### config.mk
export PLATFORM = sky130hd
export DESIGN_NAME = lru_key_value_cache
export DESIGN_NICKNAME = d
export VERILOG_FILES = /design/src/sv/lkv_pkg.sv /design/src/sv/lkv_cell.sv /design/src/sv/lru_key_value_cache.sv
export SDC_FILE = /design/constraint.sdc
export NUM_CORES = 2
export LEC_CHECK = 0
export BUFFER_PORTS_ARGS = -buffer_cell sky130_fd_sc_hd__buf_2
export CORE_MARGIN = 5
export CORE_UTILIZATION = 65
export CTS_CLUSTER_DIAMETER = 120
export DETAILED_ROUTE_END_ITERATION = 16
export PLACE_DENSITY = 0.91
export SLEW_MARGIN = 0
export SYNTH_ARGS = -nofsm -noshare
export SYNTH_HDL_FRONTEND = slang
export SYNTH_HIERARCHICAL = 1
export SYNTH_SLANG_ARGS = --single-unit
### constraint.sdc
create_clock -name clk -period 15 [get_ports clk]
set_input_delay 0.75 -clock clk [delete_from_list [all_inputs] [get_ports clk]]
set_output_delay 0.75 -clock clk [all_outputs]
set_load 0.1 [all_outputs]
### src/sv/lkv_pkg.sv
// ----------------------------------------------------------------------------
// LRU key-value cache package
// Shared widths, operation codes and the packed types that travel between the
// ports, the control logic and the row of storage cells.
// ----------------------------------------------------------------------------
package lkv_pkg;

  localparam int KEY_BITS   = 32;
  localparam int VALUE_BITS = 32;
  localparam int OP_BITS    = 2;
  localparam int CAP_BITS   = 5;

  localparam logic [OP_BITS-1:0] OP_SET = 2'd0;
  localparam logic [OP_BITS-1:0] OP_GET = 2'd1;
  localparam logic [OP_BITS-1:0] OP_DEL = 2'd2;

  localparam logic [CAP_BITS-1:0] CAP_RESET = 5'd16;

  typedef struct packed {
    logic [OP_BITS-1:0]    operation;
    logic [KEY_BITS-1:0]   key;
    logic [VALUE_BITS-1:0] value;
  } in_item_t;

  typedef struct packed {
    logic                  status;
    logic [VALUE_BITS-1:0] read_value;
    logic                  evicted;
    logic [KEY_BITS-1:0]   evicted_key;
  } out_item_t;

  typedef struct packed {
    logic                  lookup;
    logic                  insert;
    logic                  evict;
    logic                  touch;
    logic                  remove;
    logic                  write_value;
    logic [KEY_BITS-1:0]   key;
    logic [VALUE_BITS-1:0] value;
  } cell_cmd_t;

endpackage

### src/sv/lkv_cell.sv
// ----------------------------------------------------------------------------
// LRU key-value cache storage cell
// Holds one entry (key, value, valid bit and recency rank), compares its key
// during lookup and applies the broadcast update. A free-slot chain passes
// from each cell to its neighbor so that the lowest free cell takes an insert.
// ----------------------------------------------------------------------------
module lkv_cell #(
  parameter int RANK_BITS = 4
) (
  input  logic                            clk,
  input  logic                            rst_n,
  input  lkv_pkg::cell_cmd_t              cmd_i,
  input  logic [RANK_BITS-1:0]            ref_rank_i,
  input  logic [RANK_BITS-1:0]            oldest_rank_i,
  input  logic                            free_i,
  output logic                            free_o,
  output logic                            valid_o,
  output logic                            match_o,
  output logic [RANK_BITS-1:0]            hit_rank_o,
  output logic [lkv_pkg::VALUE_BITS-1:0]  hit_value_o,
  output logic [lkv_pkg::KEY_BITS-1:0]    victim_key_o
);

  logic [lkv_pkg::KEY_BITS-1:0]   key_r;
  logic [lkv_pkg::KEY_BITS-1:0]   key_nxt;
  logic [lkv_pkg::VALUE_BITS-1:0] value_r;
  logic [lkv_pkg::VALUE_BITS-1:0] value_nxt;
  logic                           valid_r;
  logic                           valid_nxt;
  logic [RANK_BITS-1:0]           rank_r;
  logic [RANK_BITS-1:0]           rank_nxt;
  logic                           match_r;
  logic                           match_nxt;
  logic                           oldest_r;
  logic                           oldest_nxt;
  logic                           is_free;
  logic                           take;

  assign is_free = !valid_r || (cmd_i.evict && oldest_r);
  assign take    = cmd_i.insert && is_free && !free_i;
  assign free_o  = free_i || is_free;

  always_comb begin
    key_nxt    = key_r;
    value_nxt  = value_r;
    valid_nxt  = valid_r;
    rank_nxt   = rank_r;
    match_nxt  = match_r;
    oldest_nxt = oldest_r;
    if (cmd_i.lookup) begin
      match_nxt  = valid_r && (key_r == cmd_i.key);
      oldest_nxt = valid_r && (rank_r == oldest_rank_i);
    end
    if (take) begin
      key_nxt   = cmd_i.key;
      value_nxt = cmd_i.value;
      valid_nxt = 1'b1;
      rank_nxt  = '0;
    end else if (cmd_i.evict && oldest_r) begin
      valid_nxt = 1'b0;
      rank_nxt  = '0;
    end else if (cmd_i.touch && match_r) begin
      rank_nxt = '0;
      if (cmd_i.write_value) begin
        value_nxt = cmd_i.value;
      end
    end else if (cmd_i.remove && match_r) begin
      valid_nxt = 1'b0;
      rank_nxt  = '0;
    end else if (valid_r) begin
      if (cmd_i.insert) begin
        rank_nxt = rank_r + RANK_BITS'(1);
      end else if (cmd_i.touch && (rank_r < ref_rank_i)) begin
        rank_nxt = rank_r + RANK_BITS'(1);
      end else if (cmd_i.remove && (rank_r > ref_rank_i)) begin
        rank_nxt = rank_r - RANK_BITS'(1);
      end
    end
  end

  always_ff @(posedge clk) begin
    key_r   <= key_nxt;
    value_r <= value_nxt;
  end

  always_ff @(posedge clk) begin
    if (!rst_n) begin
      valid_r  <= 1'b0;
      rank_r   <= '0;
      match_r  <= 1'b0;
      oldest_r <= 1'b0;
    end else begin
      valid_r  <= valid_nxt;
      rank_r   <= rank_nxt;
      match_r  <= match_nxt;
      oldest_r <= oldest_nxt;
    end
  end

  assign valid_o      = valid_r;
  assign match_o      = match_r;
  assign hit_rank_o   = match_r ? rank_r : '0;
  assign hit_value_o  = match_r ? value_r : '0;
  assign victim_key_o = oldest_r ? key_r : '0;

endmodule

### src/sv/lru_key_value_cache.sv
// ----------------------------------------------------------------------------
// LRU key-value cache
// Fixed-capacity key-value store with least-recently-used replacement.
// ----------------------------------------------------------------------------
// Each transfer on the input channel carries one set, get or delete and gives
// exactly one result transfer. An item passes through a lookup state in
// which every cell of the entry row compares its key and flags the oldest
// entry, then an update state in which the row applies the new ranks, the
// write, the insert or the eviction. The next item is taken in the update
// state of the current one, so the block takes a new item while the last
// one is finishing; the result is registered when the update state completes,
// and the update state waits while an earlier result is still stalled.
// The capacity register may be written only while the block is idle.
module lru_key_value_cache #(
  parameter int ENTRIES = 16
) (
  input  logic                           clk,
  input  logic                           rst_n,
  input  logic                           in_valid,
  output logic                           in_stall,
  input  lkv_pkg::in_item_t              in_data,
  output logic                           out_valid,
  input  logic                           out_stall,
  output lkv_pkg::out_item_t             out_data,
  input  logic                           cfg_we,
  input  logic [lkv_pkg::CAP_BITS-1:0]   cfg_wdata
);

  localparam int RW   = (ENTRIES > 2) ? $clog2(ENTRIES) : 1;
  localparam int CW   = $clog2(ENTRIES + 1);
  localparam int CMPW = (CW > lkv_pkg::CAP_BITS) ? CW : lkv_pkg::CAP_BITS;

  localparam logic [1:0] ST_IDLE   = 2'd0;
  localparam logic [1:0] ST_LOOKUP = 2'd1;
  localparam logic [1:0] ST_UPDATE = 2'd2;

  logic [1:0]                    state_r;
  logic [1:0]                    state_nxt;
  lkv_pkg::in_item_t             req_r;
  lkv_pkg::in_item_t             req_nxt;
  logic [CW-1:0]                 count_r;
  logic [CW-1:0]                 count_nxt;
  logic [lkv_pkg::CAP_BITS-1:0]  cap_r;
  logic                          out_valid_r;
  logic                          out_valid_nxt;
  lkv_pkg::out_item_t            out_data_r;
  lkv_pkg::out_item_t            out_data_nxt;

  logic                          in_take;
  logic                          can_out;
  logic                          do_update;
  logic [CMPW-1:0]               eff_cap;
  logic                          need_evict;
  logic                          hit;
  logic [RW-1:0]                 hit_rank;
  logic [lkv_pkg::VALUE_BITS-1:0] hit_value;
  logic [lkv_pkg::KEY_BITS-1:0]  victim_key;
  logic                          is_set;
  logic                          is_get;
  logic                          is_del;
  logic                          set_miss;
  lkv_pkg::cell_cmd_t            cmd;

  logic [ENTRIES:0]              free_c;
  logic [ENTRIES-1:0]            valid_v;
  logic [ENTRIES-1:0]            match_v;
  logic [RW-1:0]                 rank_v [ENTRIES];
  logic [lkv_pkg::VALUE_BITS-1:0] value_v [ENTRIES];
  logic [lkv_pkg::KEY_BITS-1:0]  ekey_v [ENTRIES];

  assign can_out   = !out_valid_r || !out_stall;
  assign do_update = (state_r == ST_UPDATE) && can_out;
  assign in_stall  = !rst_n || !((state_r == ST_IDLE) || do_update);
  assign in_take   = in_valid && !in_stall;

  assign is_set = (req_r.operation == lkv_pkg::OP_SET);
  assign is_get = (req_r.operation == lkv_pkg::OP_GET);
  assign is_del = (req_r.operation == lkv_pkg::OP_DEL);

  always_comb begin
    hit        = 1'b0;
    hit_rank   = '0;
    hit_value  = '0;
    victim_key = '0;
    for (int i = 0; i < ENTRIES; i++) begin
      hit        = hit | match_v[i];
      hit_rank   = hit_rank | rank_v[i];
      hit_value  = hit_value | value_v[i];
      victim_key = victim_key | ekey_v[i];
    end
  end

  always_comb begin
    if (cap_r == '0) begin
      eff_cap = CMPW'(1);
    end else if (CMPW'(cap_r) > CMPW'(ENTRIES)) begin
      eff_cap = CMPW'(ENTRIES);
    end else begin
      eff_cap = CMPW'(cap_r);
    end
  end

  assign need_evict = CMPW'(count_r) >= eff_cap;
  assign set_miss   = is_set && !hit;

  always_comb begin
    cmd             = '0;
    cmd.key         = req_r.key;
    cmd.value       = req_r.value;
    cmd.lookup      = (state_r == ST_LOOKUP);
    cmd.insert      = do_update && set_miss;
    cmd.evict       = do_update && set_miss && need_evict;
    cmd.touch       = do_update && hit && (is_set || is_get);
    cmd.write_value = is_set;
    cmd.remove      = do_update && hit && is_del;
  end

  assign free_c[0] = 1'b0;

  for (genvar g = 0; g < ENTRIES; g++) begin : g_cell
    lkv_cell #(
      .RANK_BITS (RW)
    ) u_cell (
      .clk           (clk),
      .rst_n         (rst_n),
      .cmd_i         (cmd),
      .ref_rank_i    (hit_rank),
      .oldest_rank_i (RW'(count_r - CW'(1))),
      .free_i        (free_c[g]),
      .free_o        (free_c[g+1]),
      .valid_o       (valid_v[g]),
      .match_o       (match_v[g]),
      .hit_rank_o    (rank_v[g]),
      .hit_value_o   (value_v[g]),
      .victim_key_o  (ekey_v[g])
    );
  end

  always_comb begin
    state_nxt     = state_r;
    req_nxt       = req_r;
    count_nxt     = count_r;
    out_valid_nxt = out_valid_r;
    out_data_nxt  = out_data_r;
    if (out_valid_r && !out_stall) begin
      out_valid_nxt = 1'b0;
    end
    unique case (state_r)
      ST_IDLE: begin
        if (in_take) begin
          req_nxt   = in_data;
          state_nxt = ST_LOOKUP;
        end
      end
      ST_LOOKUP: begin
        state_nxt = ST_UPDATE;
      end
      ST_UPDATE: begin
        if (do_update) begin
          out_valid_nxt            = 1'b1;
          out_data_nxt.status      = !(hit && (is_set || is_get || is_del));
          out_data_nxt.read_value  = (is_get && hit) ? hit_value : '0;
          out_data_nxt.evicted     = set_miss && need_evict;
          out_data_nxt.evicted_key = (set_miss && need_evict) ? victim_key : '0;
          if (is_del && hit) begin
            count_nxt = count_r - CW'(1);
          end else if (set_miss && !need_evict) begin
            count_nxt = count_r + CW'(1);
          end
          if (in_take) begin
            req_nxt   = in_data;
            state_nxt = ST_LOOKUP;
          end else begin
            state_nxt = ST_IDLE;
          end
        end
      end
      default: begin
        state_nxt = ST_IDLE;
      end
    endcase
  end

  always_ff @(posedge clk) begin
    req_r      <= req_nxt;
    out_data_r <= out_data_nxt;
  end

  always_ff @(posedge clk) begin
    if (!rst_n) begin
      state_r     <= ST_IDLE;
      count_r     <= '0;
      cap_r       <= lkv_pkg::CAP_RESET;
      out_valid_r <= 1'b0;
    end else begin
      state_r     <= state_nxt;
      count_r     <= count_nxt;
      out_valid_r <= out_valid_nxt;
      if (cfg_we) begin
        cap_r <= cfg_wdata;
      end
    end
  end

  assign out_valid = out_valid_r;
  assign out_data  = out_data_r;

`ifndef SYNTHESIS
  a_count_range: assert property (@(posedge clk) disable iff (!rst_n)
    count_r <= CW'(ENTRIES))
    else $error("Entry count exceeds the number of cells.");

  a_count_matches_valid: assert property (@(posedge clk) disable iff (!rst_n)
    $countones(valid_v) == count_r)
    else $error("Entry count disagrees with the valid cells.");

  a_single_match: assert property (@(posedge clk) disable iff (!rst_n)
    (state_r == ST_UPDATE) |-> $onehot0(match_v))
    else $error("More than one cell matches the key.");

  a_result_from_update: assert property (@(posedge clk) disable iff (!rst_n)
    $rose(out_valid_r) |-> $past(state_r == ST_UPDATE))
    else $error("Result appeared without an update cycle.");
`endif

endmodule

Word-level counts from Yosys, hierarchy flattened. Cells that the tools add are included.

Register bits after elaboration: 1281. Latch bits: 0. Bits in writable memories: 0. ROM bits: 0. Bits of input ports: 76. Output and inout bits: 68. Logic and storage cells: 897. Memories: 0.

Add/subtract/negate cells: 34. Multipliers: 0. Divide/modulo/power cells: 0. Order comparisons: 34. Equal/unequal tests: 70. Shifts and indexed selects: 0. Multiplexer cells: 223. Bitwise logic cells: 61. Reductions and logical operators: 368.

Operator list (number): two-way mux 32 bit (81); OR 32 bit (30); == test 32 bit (16); two-way mux 4 bit (64); logical AND 1 bit (157); two-way mux 66 bit (2); one-hot mux 66 bit (2 select lines) (1); nonzero test 3 bit (32); OR reduction 5 bit (16); AND reduction 2 bit (35); two-way mux 1 bit (68); nonzero test 2 bit (34); adder 4 x 1 -> 4 bit, second input constant (16); == test 4 bit (16); greater-than comparator 4 bit (16); < comparator 4 bit (16); subtractor 4 x 1 -> 4 bit, second input constant (16); OR 4 bit (15); AND reduction 3 bit (17); != test 3 x 1 -> 1 bit, second input constant (16); zero test 1 bit (39); logical OR 1 bit (35); != test 2 x 1 -> 1 bit, second input constant (16); two-way mux 5 bit (4); other kinds (13) (32).

Logic depth before layout (Yosys ltp).
Word-level depth: 39. Depth in mapped cells: 30. Gate-level depth less buffers: 29.

Cells and area by module. The synthesis kept the hierarchy.

Modules (own cells, without submodules): lkv_cell (times used 16, cells each 245, area each 3284.4 µm²); lru_key_value_cache (times used 1, cells each 656, area each 7472.2 µm²).

Least setup slack after synthesis. OpenSTA, ideal clock, no wires.

Kind: register to register. Start point: register count_r[0]. End point: register g_cell[15].u_cell/value_r[0] (netlist name), enable pin. Arrival: 7632 ps. Slack: 6977 ps. Stages on the path, launching flop included: 28. Path buffers: 1. Period minus slack after synthesis: 8023 ps. Cell sequence: dfxtp_1 > inv_1 > ha_1 > nand2b_1 > a31oi_1 > o21ai_0 > nand2_1 > clkbuf_1 > nor2_1 > nand2_1 > nand3b_1 > nand3b_1 > nand3b_1 > nand3b_1 > nand3b_1 > nand3b_1 > nand3b_1 > nand3b_1 > nand3b_1 > nand3b_1 > nand3b_1 > nand3b_1 > nand3b_1 > nand3b_1 > nand3b_1 > or2b_1 > a21oi_1 > a41o_1.

RTL lines: start, declared (line lru_key_value_cache.sv:41) `logic [CW-1:0] count_r;`; start signal, assigned (line lru_key_value_cache.sv:197) `count_r <= count_nxt;`; end signal, assigned (line lkv_cell.sv:83) `value_r <= value_nxt;`; end, declared (line lkv_cell.sv:26) `logic [lkv_pkg::VALUE_BITS-1:0] value_r;`.

==> out/qor.yml <==
die_h_um: 314
numPortBuffers: 143
critPathTopFamily: "simple AND/OR/NAND/NOR gates"
grt_max_degree: 65
holdCritPathClass: "in -> reg"
clock_latency_ns: 0.77
syn-instance-count: 4575
cpPeakStageDelay_ns: 0.93
p_per_area_nw_per_um2: 109
drt_iter0_drc: 5192
power_leakage_nw: 22.7
grt_pass1_wl_um: 244000
grt_pass1_vias: 40000
crit_fanout: 34
regArea_um2: 37200
power.total_mw: 7.25
wl_per_cell_um: 27.0
htreeDepth: 4
post-route-period-util: 0.534
synth_area_per_cell_um2: 13.1
ios: 144
critPathArrivalTime_ns: 8.40
sw_frac_of_total: 0.210
dr.pass1.iters: 6
detail_route.vias_per_cell: 6.51
hold_violations: 0
multi_input_area_um2: 22200
max_cap_viol_count: 0
drive_gt1_frac: 0.110
worst-setup-path-type: "reg -> reg"
rsz0062_at_grt: "false"
vdd_drop_max_v: 0.000138
hpwlAfterDp_um: 103000
clock_power_share: 0.436
setup_violations: 0
cts_hold_buf: 0
cpMaxStageDelayCell: "a21oi_4"
critPathBufInv: 2
ant_nets: 0
start_util: 0.655
p_comb_frac: 0.025
tightestPinTransition_ns: 1.29
tritoncts: "built"
antenna_found_initial: 1
clock-sinks: 1281
dr_total_vias: 39700
wirelength_um: 164000
pwr-share-seq: 0.539
max-slew-margin-rel: 0.139
p_sw_mw: 1.52
cts-root-buf: "clkbuf_16"
cts_made_buffers: 130
overflow: 0
dieArea_um2: 98500
route.detailed.drc: 0
finalCriticalPeriod_ns: 8.00
maxSlewViolCount: 0
status: "finished clean"
crit_top_cell: "nand3b_1"
synth_area_um2: 60000
die_w_um: 314
cts_setup_buffers: 0
critPathRequiredTime_ns: 15.39
gp_congestion: 0.966
area_growth_pct: 11.1
fin_nets: 4980
fin_skew_ns: 0.0391
rows: 111
cts_buffer_depth: 3
fin_tns_setup_ns: 0
cts_resized: 0
clkTransAtPathRegs_ns: 0.06
end_kind: "flop"
grt_usage: 0.328
core_um2: 91700
fmax_ghz: 0.125
p_int_mw: 5.73
fillCellCount: 5364
ys_warn_count: 6
critPathLaunchType: "flop"
per-stage QoR:
step | std cells | utilization | setup WS [ns] | hold WS [ns] | cell area, µm²
6_report | 6089 | 0.728 | 7.00 | 0.161 | 66700
5_1_grt | 6088 | 0.728 | 6.57 | 0.142 | 66700
4_1_cts | 6088 | 0.728 | 7.16 | 0.126 | 66700
3_5_place_dp | 5855 | 0.683 | 7.18 | 0.473 | 62600
3_3_place_gp | 5855 | 0.683 | 7.37 | 0.461 | 62600
2_1_floorplan | 4576 | - | 6.99 | 0.447 | 60000
final timing paths:
kind              slack [ns]                           end         from  cells after the start
setup / recovery        7.00  g_cell[14].u_cell/value_r[8]     cap_r[1]                     29
hold / removal          0.16                       cmd[29]  in_data[29]                      1
setup reg to reg        7.00  g_cell[14].u_cell/value_r[8]     cap_r[1]                     29
hold reg to reg         0.48                    count_r[4]   count_r[4]                      2
layout by cell type (no fill, tap or decap), types with 103 or more instances in the layout:
cell type / instances
dfxtp_1: 109
xor2_1: 368
nor4_1: 368
xnor2_1: 242
buf_2: 143
clkbuf_16: 134
ha_1: 103
edfxtp_1: 1156
nand4_1: 117
and2_1: 1089
power by group through the flow:
stage	Sequential [mW]	Combinational [mW]	Clock (mW)
6_report	3.91	0.183	3.16
5_1_grt	3.91	0.192	3.35
4_1_cts	3.91	0.181	3.18
3_5_place_dp	3.98	0.179	0
3_3_place_gp	3.98	0.175	0
2_1_floorplan	4.02	0.0663	0
sequential cells by signal, indices dropped and copies added (netlist names), 2 cells and up:
name,flops
cap_r,5
state_r,2
out_data,66
g_cell.u_cell/match_o,16
count_r,5
g_cell.u_cell/oldest_r,16
cmd,64
req_r,2
g_cell.u_cell/key_r,512
g_cell.u_cell/value_r,512
g_cell.u_cell/valid_o,16
g_cell.u_cell/rank_r,64
layout make-up:
class,instances,area share
inverters,119,0.00672
flip-flops and latches,1281,0.558
diodes,1,0.0000375
clock buffers,176,0.0532
clock inverters,57,0.00820
well taps,1186,0.0222
multi-input cells,3053,0.332
repair buffers,216,0.0189
worst reg2reg max path, delay by kind of cell (launching register included):
| kind | cells | cell delay [ns] |
|---|---|---|
| simple gates | 22 | 4.29 |
| flops | 1 | 0.33 |
| compound gates | 4 | 2.10 |
| buf+inv | 2 | 0.63 |
| fa+ha+maj | 1 | 0.25 |
metal layers:
metal  global-route usage  part of all wire  up-vias  wire (µm)
li1                     -                 -    17100          -
met1                0.399              0.35    19300      56800
met2                0.540              0.48     2689      78400
met3               0.0525             0.090      626      14800
met4                0.231             0.086        2      14200
met5                    0          0.000079        -         13
No activity file was read; power rests on OpenSTA's default activity.
